--- src/sv/hex_text_to_bytes_parser_top_macros.svh ---
// Assertion macros for the hex text to bytes parser
`ifndef HEX_TEXT_TO_BYTES_PARSER_TOP_MACROS_SVH
`define HEX_TEXT_TO_BYTES_PARSER_TOP_MACROS_SVH

// Same-cycle implication, checked on clk_i, off while rst_ni is low
`define HTB_ASSERT_IMP(lbl, ante, cons, msg) \
  lbl: assert property (@(posedge clk_i) disable iff (!rst_ni) (ante) |-> (cons)) \
    else $error(msg);

// Next-cycle implication, checked on clk_i, off while rst_ni is low
`define HTB_ASSERT_NXT(lbl, ante, cons, msg) \
  lbl: assert property (@(posedge clk_i) disable iff (!rst_ni) (ante) |=> (cons)) \
    else $error(msg);

`endif

--- src/sv/htb_pkg.sv ---
// Package: types, constants and decode helpers of the hex text parser
`default_nettype none

package htb_pkg;

  localparam int unsigned CharW        = 8;
  localparam int unsigned LenW         = 13;
  localparam int unsigned NibW         = 4;
  localparam int unsigned MaxStringLen = 4096;

  localparam logic [LenW-1:0] CapReset = LenW'(32);
  localparam logic [LenW-1:0] PosMax   = '1;

  localparam logic [CharW-1:0] ChDash  = 8'h2D;
  localparam logic [CharW-1:0] ChColon = 8'h3A;
  localparam logic [CharW-1:0] ChUnder = 8'h5F;
  localparam logic [CharW-1:0] ChSpace = 8'h20;
  localparam logic [CharW-1:0] ChDot   = 8'h2E;
  localparam logic [CharW-1:0] Ch0     = 8'h30;
  localparam logic [CharW-1:0] Ch9     = 8'h39;
  localparam logic [CharW-1:0] ChUpA   = 8'h41;
  localparam logic [CharW-1:0] ChUpF   = 8'h46;
  localparam logic [CharW-1:0] ChLoA   = 8'h61;
  localparam logic [CharW-1:0] ChLoF   = 8'h66;

  typedef enum logic [1:0] {
    StOk     = 2'd0,
    StBadLen = 2'd1,
    StFull   = 2'd2,
    StBadHex = 2'd3
  } status_e;

  typedef struct packed {
    logic [CharW-1:0] char_code;
    logic [LenW-1:0]  string_length;
    logic             last_char;
  } in_item_t;

  typedef struct packed {
    logic [CharW-1:0] byte_value;
    logic             byte_valid;
    logic             done_res;
    status_e          status;
    logic [LenW-1:0]  bytes_written;
  } res_t;

  typedef struct packed {
    logic            ok;
    logic [NibW-1:0] value;
  } hex_t;

  function automatic hex_t hex_digit(input logic [CharW-1:0] c);
    hex_t h;
    h = '0;
    if (c >= Ch0 && c <= Ch9) begin
      h.ok    = 1'b1;
      h.value = NibW'(c - Ch0);
    end else if (c >= ChUpA && c <= ChUpF) begin
      h.ok    = 1'b1;
      h.value = NibW'(c - ChUpA + 8'd10);
    end else if (c >= ChLoA && c <= ChLoF) begin
      h.ok    = 1'b1;
      h.value = NibW'(c - ChLoA + 8'd10);
    end
    return h;
  endfunction

  function automatic logic is_sep(input logic [CharW-1:0] c);
    return (c == ChDash) || (c == ChColon) || (c == ChUnder) ||
           (c == ChSpace) || (c == ChDot);
  endfunction

endpackage

`default_nettype wire

--- src/sv/htb_if.sv ---
// Channel interfaces: input characters, result items, capacity writes
`default_nettype none

interface htb_in_if import htb_pkg::*; ();
  logic             valid;
  logic             ready;
  logic [CharW-1:0] char_code;
  logic [LenW-1:0]  string_length;
  logic             last_char;

  modport source (output valid, char_code, string_length, last_char, input ready);
  modport sink   (input valid, char_code, string_length, last_char, output ready);
endinterface

interface htb_out_if import htb_pkg::*; ();
  logic             valid;
  logic             ready;
  logic [CharW-1:0] byte_value;
  logic             byte_valid;
  logic             done_res;
  logic [1:0]       status;
  logic [LenW-1:0]  bytes_written;

  modport source (output valid, byte_value, byte_valid, done_res, status, bytes_written,
                  input ready);
  modport sink   (input valid, byte_value, byte_valid, done_res, status, bytes_written,
                  output ready);
endinterface

interface htb_cfg_if import htb_pkg::*; ();
  logic            valid;
  logic            ready;
  logic [LenW-1:0] output_capacity;

  modport source (output valid, output_capacity, input ready);
  modport sink   (input valid, output_capacity, output ready);
endinterface

`default_nettype wire

--- src/sv/htb_in_stage.sv ---
// Input register: holds one accepted character item until the decoder takes it
`default_nettype none

module htb_in_stage import htb_pkg::*; (
  input  logic          clk_i,
  input  logic          rst_ni,
  htb_in_if.sink        in_i,
  input  logic          advance_i,
  output logic          valid_o,
  output in_item_t      item_o
);

  logic     valid_q, valid_d;
  in_item_t item_q;
  logic     load;

  assign in_i.ready = !valid_q || advance_i;
  assign load       = in_i.valid && in_i.ready;

  always_comb begin
    valid_d = valid_q;
    if (load) begin
      valid_d = 1'b1;
    end else if (advance_i) begin
      valid_d = 1'b0;
    end
  end

  always_ff @(posedge clk_i or negedge rst_ni) begin
    if (!rst_ni) begin
      valid_q <= 1'b0;
    end else begin
      valid_q <= valid_d;
    end
  end

  always_ff @(posedge clk_i) begin
    if (load) begin
      item_q <= '{char_code: in_i.char_code, string_length: in_i.string_length,
                  last_char: in_i.last_char};
    end
  end

  assign valid_o = valid_q;
  assign item_o  = item_q;

endmodule

`default_nettype wire

--- src/sv/htb_decode.sv ---
// Decoder: per-string state, capacity register and the single-step decode logic
`default_nettype none

module htb_decode import htb_pkg::*; (
  input  logic            clk_i,
  input  logic            rst_ni,
  input  logic            cfg_we_i,
  input  logic [LenW-1:0] cfg_data_i,
  input  logic            fire_i,
  input  in_item_t        item_i,
  output logic            res_valid_o,
  output res_t            res_o,
  output logic [LenW-1:0] cap_o
);

  logic [LenW-1:0] cap_q;
  logic [LenW-1:0] pos_q, pos_d;
  logic [LenW-1:0] cnt_q, cnt_d;
  logic            pend_q, pend_d;
  logic [NibW-1:0] hnib_q, hnib_d;
  logic            drain_q, drain_d;

  hex_t            hx;
  logic            sep;
  logic            len_bad;
  logic            pair_start;
  logic [LenW+1:0] cap3;

  assign hx   = hex_digit(item_i.char_code);
  assign sep  = is_sep(item_i.char_code);
  assign cap3 = (LenW+2)'({cap_q, 1'b0}) + (LenW+2)'(cap_q);
  // capacity < len/3 + 1 is the same as 3*capacity <= len
  assign len_bad = (item_i.string_length < LenW'(2)) ||
                   ((LenW+2)'(item_i.string_length) > (LenW+2)'(MaxStringLen)) ||
                   (cap3 <= (LenW+2)'(item_i.string_length));
  assign pair_start = ((LenW+1)'(pos_q) + (LenW+1)'(1) <
                       (LenW+1)'(item_i.string_length)) && !sep;

  always_comb begin
    logic    fail;
    logic    clear;
    status_e fail_st;

    fail    = 1'b0;
    clear   = 1'b0;
    fail_st = StOk;
    pos_d   = pos_q;
    cnt_d   = cnt_q;
    pend_d  = pend_q;
    hnib_d  = hnib_q;
    drain_d = drain_q;
    res_valid_o = 1'b0;
    res_o       = '{byte_value: '0, byte_valid: 1'b0, done_res: 1'b0,
                    status: StOk, bytes_written: cnt_q};

    if (fire_i) begin
      if (drain_q) begin
        clear = item_i.last_char;
      end else begin
        if (pos_q != PosMax) begin
          pos_d = pos_q + LenW'(1);
        end
        if (pos_q == '0 && len_bad) begin
          fail    = 1'b1;
          fail_st = StBadLen;
        end else if (pend_q) begin
          if (!hx.ok) begin
            fail    = 1'b1;
            fail_st = StBadHex;
          end else begin
            pend_d      = 1'b0;
            cnt_d       = cnt_q + LenW'(1);
            res_valid_o = 1'b1;
            res_o.byte_value    = {hnib_q, hx.value};
            res_o.byte_valid    = 1'b1;
            res_o.done_res      = item_i.last_char;
            res_o.bytes_written = cnt_d;
            clear = item_i.last_char;
          end
        end else begin
          if (pair_start) begin
            priority if (cnt_q >= cap_q) begin
              fail    = 1'b1;
              fail_st = StFull;
            end else if (!hx.ok || item_i.last_char) begin
              // bad first digit, or early end: a first digit on the last character cannot pair
              fail    = 1'b1;
              fail_st = StBadHex;
            end else begin
              pend_d = 1'b1;
              hnib_d = hx.value;
            end
          end
          if (!fail && item_i.last_char) begin
            res_valid_o    = 1'b1;
            res_o.done_res = 1'b1;
            clear          = 1'b1;
          end
        end
        if (fail) begin
          res_valid_o    = 1'b1;
          res_o.done_res = 1'b1;
          res_o.status   = fail_st;
          if (item_i.last_char) begin
            clear = 1'b1;
          end else begin
            drain_d = 1'b1;
          end
        end
      end
      if (clear) begin
        pos_d   = '0;
        cnt_d   = '0;
        pend_d  = 1'b0;
        hnib_d  = '0;
        drain_d = 1'b0;
      end
    end
  end

  always_ff @(posedge clk_i or negedge rst_ni) begin
    if (!rst_ni) begin
      cap_q   <= CapReset;
      pos_q   <= '0;
      cnt_q   <= '0;
      pend_q  <= 1'b0;
      hnib_q  <= '0;
      drain_q <= 1'b0;
    end else begin
      if (cfg_we_i) begin
        cap_q <= cfg_data_i;
      end
      pos_q   <= pos_d;
      cnt_q   <= cnt_d;
      pend_q  <= pend_d;
      hnib_q  <= hnib_d;
      drain_q <= drain_d;
    end
  end

  assign cap_o = cap_q;

endmodule

`default_nettype wire

--- src/sv/htb_out_reg.sv ---
// Result register: holds one result item until the receiver takes it
`default_nettype none

module htb_out_reg import htb_pkg::*; (
  input  logic      clk_i,
  input  logic      rst_ni,
  input  logic      res_valid_i,
  input  res_t      res_i,
  output logic      take_o,
  htb_out_if.source out_o
);

  logic valid_q, valid_d;
  res_t res_q;

  assign take_o = !valid_q || out_o.ready;

  always_comb begin
    valid_d = valid_q;
    if (take_o) begin
      valid_d = res_valid_i;
    end
  end

  always_ff @(posedge clk_i or negedge rst_ni) begin
    if (!rst_ni) begin
      valid_q <= 1'b0;
    end else begin
      valid_q <= valid_d;
    end
  end

  always_ff @(posedge clk_i) begin
    if (take_o && res_valid_i) begin
      res_q <= res_i;
    end
  end

  assign out_o.valid         = valid_q;
  assign out_o.byte_value    = res_q.byte_value;
  assign out_o.byte_valid    = res_q.byte_valid;
  assign out_o.done_res      = res_q.done_res;
  assign out_o.status        = res_q.status;
  assign out_o.bytes_written = res_q.bytes_written;

endmodule

`default_nettype wire

--- src/sv/hex_text_to_bytes_parser_top.sv ---
// Hex text to bytes parser: one character per item in, decoded bytes and status out
//
// Channels: in_i takes one character item (char_code, string_length, last_char);
// out_o gives result items (byte_value, byte_valid, done_res, status,
// bytes_written); cfg_i writes output_capacity, always ready; the user uses it only while idle;
// the block does not enforce this. An item moves on a channel at a rising edge with valid
// and ready both high. Each decoded hex pair gives one result; the last character of a
// string gives the final result (done_res) with the status and byte count. After an error
// the block reports once and drops characters up to the last one of the string.
// A result reaches out_o through the input register and then the result register: the
// accepting edge loads the input register, and the decoded result is loaded into the
// result register once that register can take it.
// Throughput: one character per cycle while out_o takes its results, set by the single
// decode step between the input register and the result register.
// Reset: clears all per-string state and loads output_capacity with 32.
// Stall: while out_o holds a result that is not taken, decode holds, the input
// register keeps its character, and in_i takes at most one more item into an
// empty input register, then drops ready.
`default_nettype none

`include "hex_text_to_bytes_parser_top_macros.svh"

module hex_text_to_bytes_parser_top import htb_pkg::*; (
  input  logic      clk_i,
  input  logic      rst_ni,
  htb_cfg_if.sink   cfg_i,
  htb_in_if.sink    in_i,
  htb_out_if.source out_o
);

  logic            s1_valid;
  in_item_t        s1_item;
  logic            out_take;
  logic            fire;
  logic            res_valid;
  res_t            res;
  logic [LenW-1:0] cap;
  logic            err_res;
  logic            byte_res;

  // Capacity writes are taken at once
  assign cfg_i.ready = 1'b1;

  // Decode the held character whenever the result register can take its result
  assign fire = s1_valid && out_take;

  htb_in_stage u_in_stage (
    .clk_i     (clk_i),
    .rst_ni    (rst_ni),
    .in_i      (in_i),
    .advance_i (out_take),
    .valid_o   (s1_valid),
    .item_o    (s1_item)
  );

  htb_decode u_decode (
    .clk_i       (clk_i),
    .rst_ni      (rst_ni),
    .cfg_we_i    (cfg_i.valid),
    .cfg_data_i  (cfg_i.output_capacity),
    .fire_i      (fire),
    .item_i      (s1_item),
    .res_valid_o (res_valid),
    .res_o       (res),
    .cap_o       (cap)
  );

  htb_out_reg u_out_reg (
    .clk_i       (clk_i),
    .rst_ni      (rst_ni),
    .res_valid_i (res_valid),
    .res_i       (res),
    .take_o      (out_take),
    .out_o       (out_o)
  );

  assign err_res  = out_o.valid && (out_o.status != StOk);
  assign byte_res = out_o.valid && out_o.byte_valid;

  // Error results carry no byte and always end the string
  `HTB_ASSERT_IMP(a_err_final, err_res, !out_o.byte_valid && out_o.done_res, "error not final")

  // A decoded byte never pushes the count past the capacity
  `HTB_ASSERT_IMP(a_byte_cap, byte_res, out_o.bytes_written <= cap, "byte count over capacity")

  // Hold the input register while the result register is blocked
  `HTB_ASSERT_NXT(a_hold_input, s1_valid && !out_take, s1_valid, "input item lost under stall")

endmodule

`default_nettype wire

--- src/flat_wrapper.sv ---
// flat-port wrapper written by rule: the top's interface ports become plain ports
module hex_text_to_bytes_parser_top_flat import htb_pkg::*;
  (clk_i, rst_ni, cfg_i_valid, cfg_i_output_capacity, cfg_i_ready, in_i_valid, in_i_char_code, in_i_string_length, in_i_last_char, in_i_ready, out_o_valid, out_o_byte_value, out_o_byte_valid, out_o_done_res, out_o_status, out_o_bytes_written, out_o_ready);
  htb_cfg_if cfg_i_i ();
  htb_in_if in_i_i ();
  htb_out_if out_o_i ();
  input  logic clk_i;
  input  logic rst_ni;
  input wire logic [$bits(cfg_i_i.valid)-1:0] cfg_i_valid;
  input wire logic [$bits(cfg_i_i.output_capacity)-1:0] cfg_i_output_capacity;
  output wire logic [$bits(cfg_i_i.ready)-1:0] cfg_i_ready;
  input wire logic [$bits(in_i_i.valid)-1:0] in_i_valid;
  input wire logic [$bits(in_i_i.char_code)-1:0] in_i_char_code;
  input wire logic [$bits(in_i_i.string_length)-1:0] in_i_string_length;
  input wire logic [$bits(in_i_i.last_char)-1:0] in_i_last_char;
  output wire logic [$bits(in_i_i.ready)-1:0] in_i_ready;
  output wire logic [$bits(out_o_i.valid)-1:0] out_o_valid;
  output wire logic [$bits(out_o_i.byte_value)-1:0] out_o_byte_value;
  output wire logic [$bits(out_o_i.byte_valid)-1:0] out_o_byte_valid;
  output wire logic [$bits(out_o_i.done_res)-1:0] out_o_done_res;
  output wire logic [$bits(out_o_i.status)-1:0] out_o_status;
  output wire logic [$bits(out_o_i.bytes_written)-1:0] out_o_bytes_written;
  input wire logic [$bits(out_o_i.ready)-1:0] out_o_ready;
  assign cfg_i_i.valid = cfg_i_valid;
  assign cfg_i_i.output_capacity = cfg_i_output_capacity;
  assign cfg_i_ready = cfg_i_i.ready;
  assign in_i_i.valid = in_i_valid;
  assign in_i_i.char_code = in_i_char_code;
  assign in_i_i.string_length = in_i_string_length;
  assign in_i_i.last_char = in_i_last_char;
  assign in_i_ready = in_i_i.ready;
  assign out_o_valid = out_o_i.valid;
  assign out_o_byte_value = out_o_i.byte_value;
  assign out_o_byte_valid = out_o_i.byte_valid;
  assign out_o_done_res = out_o_i.done_res;
  assign out_o_status = out_o_i.status;
  assign out_o_bytes_written = out_o_i.bytes_written;
  assign out_o_i.ready = out_o_ready;
  hex_text_to_bytes_parser_top u_core (.clk_i(clk_i), .rst_ni(rst_ni), .cfg_i(cfg_i_i), .in_i(in_i_i), .out_o(out_o_i));
endmodule
--- config.mk ---
export PLATFORM = sky130hd
export DESIGN_NAME = hex_text_to_bytes_parser_top_flat
export DESIGN_NICKNAME = d
export VERILOG_FILES = /design/src/sv/htb_pkg.sv /design/src/sv/htb_if.sv /design/src/sv/htb_in_stage.sv /design/src/sv/htb_decode.sv /design/src/sv/htb_out_reg.sv /design/src/sv/hex_text_to_bytes_parser_top.sv /design/src/flat_wrapper.sv
export VERILOG_INCLUDE_DIRS = /design/src /design/src/sv
export SDC_FILE = /design/constraint.sdc
export NUM_CORES = 1
export LEC_CHECK = 0
export BUFFER_PORTS_ARGS = -buffer_cell sky130_fd_sc_hd__buf_2
export CORE_ASPECT_RATIO = 0.9
export CORE_MARGIN = 2
export CORE_UTILIZATION = 50
export DETAILED_ROUTE_END_ITERATION = 8
export PLACE_DENSITY = 0.7
export SYNTH_ARGS = -nofsm -noshare
export SYNTH_HDL_FRONTEND = slang
export SYNTH_SLANG_ARGS = --single-unit
--- constraint.sdc ---
create_clock -name clk_i -period 5.7 [get_ports clk_i]
set_clock_uncertainty 0.2 [all_clocks]
set_input_delay 0.57 -clock clk_i [delete_from_list [all_inputs] [get_ports clk_i]]
set_output_delay 0.57 -clock clk_i [all_outputs]
set_load 0.01 [all_outputs]
==> reports/metrics.csv <==
stage;metric;value;unit
logic_synthesis;synth_top_family_by_area;simple AND/OR/NAND/NOR gates;
floorplanning;start_util;50.92;%
clock_tree;ctsHtreeMaxLevel;3;
layout;diodes;0;
clock_tree;cts_num_sinks;94;
power;pwr-share-seq;44.3;%
placed_design;dp_hpwl;11220;µm
logic_synthesis;synth_cells;612;
hold_path;hold_path_class;in2reg;
timing;setup_viol;0;
critical_path;cp-endpoint;u_core.u_out_reg.out_o.byte_value[4];
power;clkPwrFrac;27.6;%
logic_synthesis;ys.flop_type;edfxtp_1;
logic_synthesis;muxShareOfSynthArea;0.5147;%
critical_path;r2r-end;u_core.u_out_reg.out_o.byte_value[4];
logic_synthesis;yosys_register_bits;94;
layout;drive_gt1_share;16.08;%
placed_design;gp_congestion;0.9036;
global_route;grt_max_degree;48;
placed_design;portBuffers;66;
layout;nNetsFinal;773;
clock_tree;cts-buffers-inserted;9;
run;maxCapViolCount;0;
critical_path;slowest_delay;0.55;ns
critical_path;cp_cell_sequence;ha_1 -> a21oi_1 -> nand2_1 -> o21ai_1 -> a31oi_2 -> a21o_1 -> a21oi_1 -> xor2_1 -> ha_1 -> nand4_1 -> or4_1 -> o21ai_0 -> a31oi_1 -> a311o_1 -> o21ai_2 -> a2111oi_0 -> nor2_2 -> buf_4;
timing;rsz0062_at_grt;no;
logic_synthesis;synth_cell_types;77;
timing;hold_violations;0;
power;power_switching_share;34.10;%
routing;ant_nets;0;
logic_synthesis;synthXorXnorAreaFrac;5.333;%
logic_synthesis;synth_compound_area_share;15.65;%
logic_synthesis;synth_area_per_cell;9.930;µm²
critical_path;reg2reg_depth;18;
floorplanning;rows;38;
global_route;grt_pass1_vias;4766;
logic_synthesis;synth_fa_ha_area_share;12.48;%
logic_synthesis;netlist_area;6077;µm²
power;switching_power;0.0006701;W
logic_synthesis;synth.area.top_cells;edfxtp_1 23%, dfrtp_1 19%, ha_1 12%, o21ai_0 3.7%, nand2_1 3.6%;
logic_synthesis;synth_edf_count;47;
critical_path;arrival;4.89;ns
routing;wl_per_cell;17.59;µm
critical_path;startpoint;u_core.u_decode.cap_o[5];
clock_tree;cts.path.max_buffers;2;
layout;area_delta_synth_final;11.94;%
routing;drc_errors;0;
floorplanning;die_h;108.6;µm
logic_synthesis;ys_async_sr_fraction;50.00;%
timing;report.final.slew_viol_count;0;
clock_tree;ctsHoldBuffers;0;
power;power;0.001965;W
logic_synthesis;synth_seq_area_share;42.60;%
timing;fin_crit;5.049;ns
clock_tree;cts_setup_buffers;0;
logic_synthesis;synth_largest_area_cell;edfxtp_1;
clock_tree;clk_pin_slew;0.07;ns
power;peakVddDrop;174.4;µV
timing;worst_slack;0.6507;ns
timing;fmax;0.1980;GHz
critical_path;path_max_fanout;12;
critical_path;cp-end-kind;register;
global_route;grt.overflow.total;0;
critical_path;worstPathRequired;5.54;ns
global_route;grt_pass1_wl;23430;µm
logic_synthesis;synth_fp_nets;712;
placed_design;dpl.cell_count;822;
logic_synthesis;yosys.area_share.simple;19.07;%
timing;relSlewSlack;23.32;%
clock_tree;postCtsResizedCells;0;
timing;fin_crit_sh;88.58;%
floorplanning;core-area;11930;µm²
global_route;antenna_found_initial;0;
routing;viasPerCell;5.837;
routing;first_iter_violations;353;
routing;vias;4891;
logic_synthesis;synth_top_area_share;23.22;%
critical_path;reg2reg_from;u_core.u_decode.cap_o[5];
power;intPower;0.001295;W
timing;tightest_slew;1.150;ns
floorplanning;dieArea;13050;µm²
layout;final_cells;838;
clock_tree;insertion_delay;0.35;ns
critical_path;r2r_slack;0.65;ns
clock_tree;tritoncts;yes;
power;p_leak;3.060;nW
floorplanning;die_width;120.2;µm
logic_synthesis;yosysWarnings;0;
routing;wl;14740;µm
floorplanning;ios;68;
run_status;status;finished, final reports clean;
power;share_comb_of_total_power;28.1;%
timing;finalSetupTns;0;ns
placed_design;pre_cts_ws;0.7552;ns
clock_tree;cts_root_buf;clkbuf_16;
critical_path;crit_slowest_cell;dfstp_2;
power;power.density;288.9;nW/µm²
critical_path;path_class;reg2reg;
routing;first_pass_iters;5;
critical_path;crit_path_start_kind;register;
global_route;grt.total_usage;23.41;%
metal layers:
| layer | part of all wire, % | GRT usage [%] |
|---|---|---|
| met5 | 0 | 0 |
| met1 | 44 | 30.55 |
| met3 | 6.2 | 6.065 |
| met2 | 47 | 38.03 |
| met4 | 2.4 | 8.223 |
synth_stat cells (13+ instances only):
cell type and n:
a21oi_1 21, clkbuf_1 15, dfrtp_1 46, edfxtp_1 47
ha_1 59, inv_1 43, nand2_1 59, nand3_1 31
nor2_1 31, nor3_1 13, o21ai_0 45, xnor2_1 19
xor2_1 18
worst min path at each step:
stage | slack [ns] | depth (start not counted) | endpoint | startpoint
floorplan | 0.07 | 0 | u_core.u_decode.cap_o[0] | rst_ni
global placement | 0.27 | 1 | u_core.u_decode.hnib_q[2] | u_core.u_decode.hnib_q[2]
detailed placement | 0.28 | 1 | u_core.u_decode.hnib_q[1] | u_core.u_decode.hnib_q[1]
CTS | 0.18 | 1 | u_core.u_in_stage.item_o[4] | in_i_string_length[3]
global route | 0.18 | 1 | u_core.u_in_stage.item_o[6] | in_i_string_length[5]
finish | 0.19 | 1 | u_core.u_in_stage.item_o[4] | in_i_string_length[3]
power groups by stage:
stage	Clock, W	Sequential, W	Combinational [W]
final	0.000542	0.000871	0.000552
after global routing	0.000582	0.000881	0.000615
after CTS	0.000556	0.000870	0.000548
after detailed placement	0	0.000882	0.000546
after global placement	0	0.000882	0.000523
after floorplan	0	0.000861	0.000393
cell families after synthesis:
family	count (synthesis)
other	1
buffers and inverters	64
XOR/XNOR	37
flip-flops	94
AO/OA/AOI/OAI	137
AND/OR/NAND/NOR	216
adder cells (fa/ha/maj)	60
multiplexers	3
registers in the layout (all words and copies together) (netlist names), 2 cells and up:
signal	cells
u_core.u_decode.cap_o	13
u_core.u_decode.cnt_q	13
u_core.u_decode.hnib_q	4
u_core.u_decode.pos_q	13
u_core.u_in_stage.item_o	22
u_core.u_out_reg.out_o.byte_value	8
u_core.u_out_reg.out_o.bytes_written	13
u_core.u_out_reg.out_o.status	2
layout by cell type (no fill, tap or decap), drive strengths merged, types with 19 or more instances in the layout:
cell type / instances
a21oi: 22
buf: 70
dfrtp: 46
edfxtp: 47
ha: 59
inv: 44
nand2: 59
nand3: 32
nor2: 31
o21ai: 49
xnor2: 19
cell type report:
| cell class | instances | area (µm²) |
|---|---|---|
| Timing Repair Buffer | 70 | 360.3 |
| Clock inverter | 5 | 26.28 |
| Fill cell | 1034 | 5131 |
| Inverter | 44 | 165.2 |
| Sequential cell | 94 | 2589 |
| Multi-Input combinational cell | 454 | 3229 |
| Clock buffer | 11 | 232.7 |
| Tap cell | 160 | 200.2 |
stage by stage:
step                utilization [%]  hold slack, ns  area, µm²
finish                        57.00          0.1882       6803
global route                  57.00          0.1770       6803
CTS                           57.00          0.1809       6803
detailed placement            54.83          0.2794       6544
global placement              54.83          0.2726       6544
floorplan                         -         0.07441       6077
critical path: cells and delay by family, from the launching register on:
family | cells | cell delay [ns]
compound gates | 10 | 2.11
xor+xnor | 1 | 0.10
fa+ha+maj | 2 | 0.62
buf+inv | 1 | 0.25
flops | 1 | 0.55
simple gates | 4 | 0.89
Power figures use the tool's default switching activity.
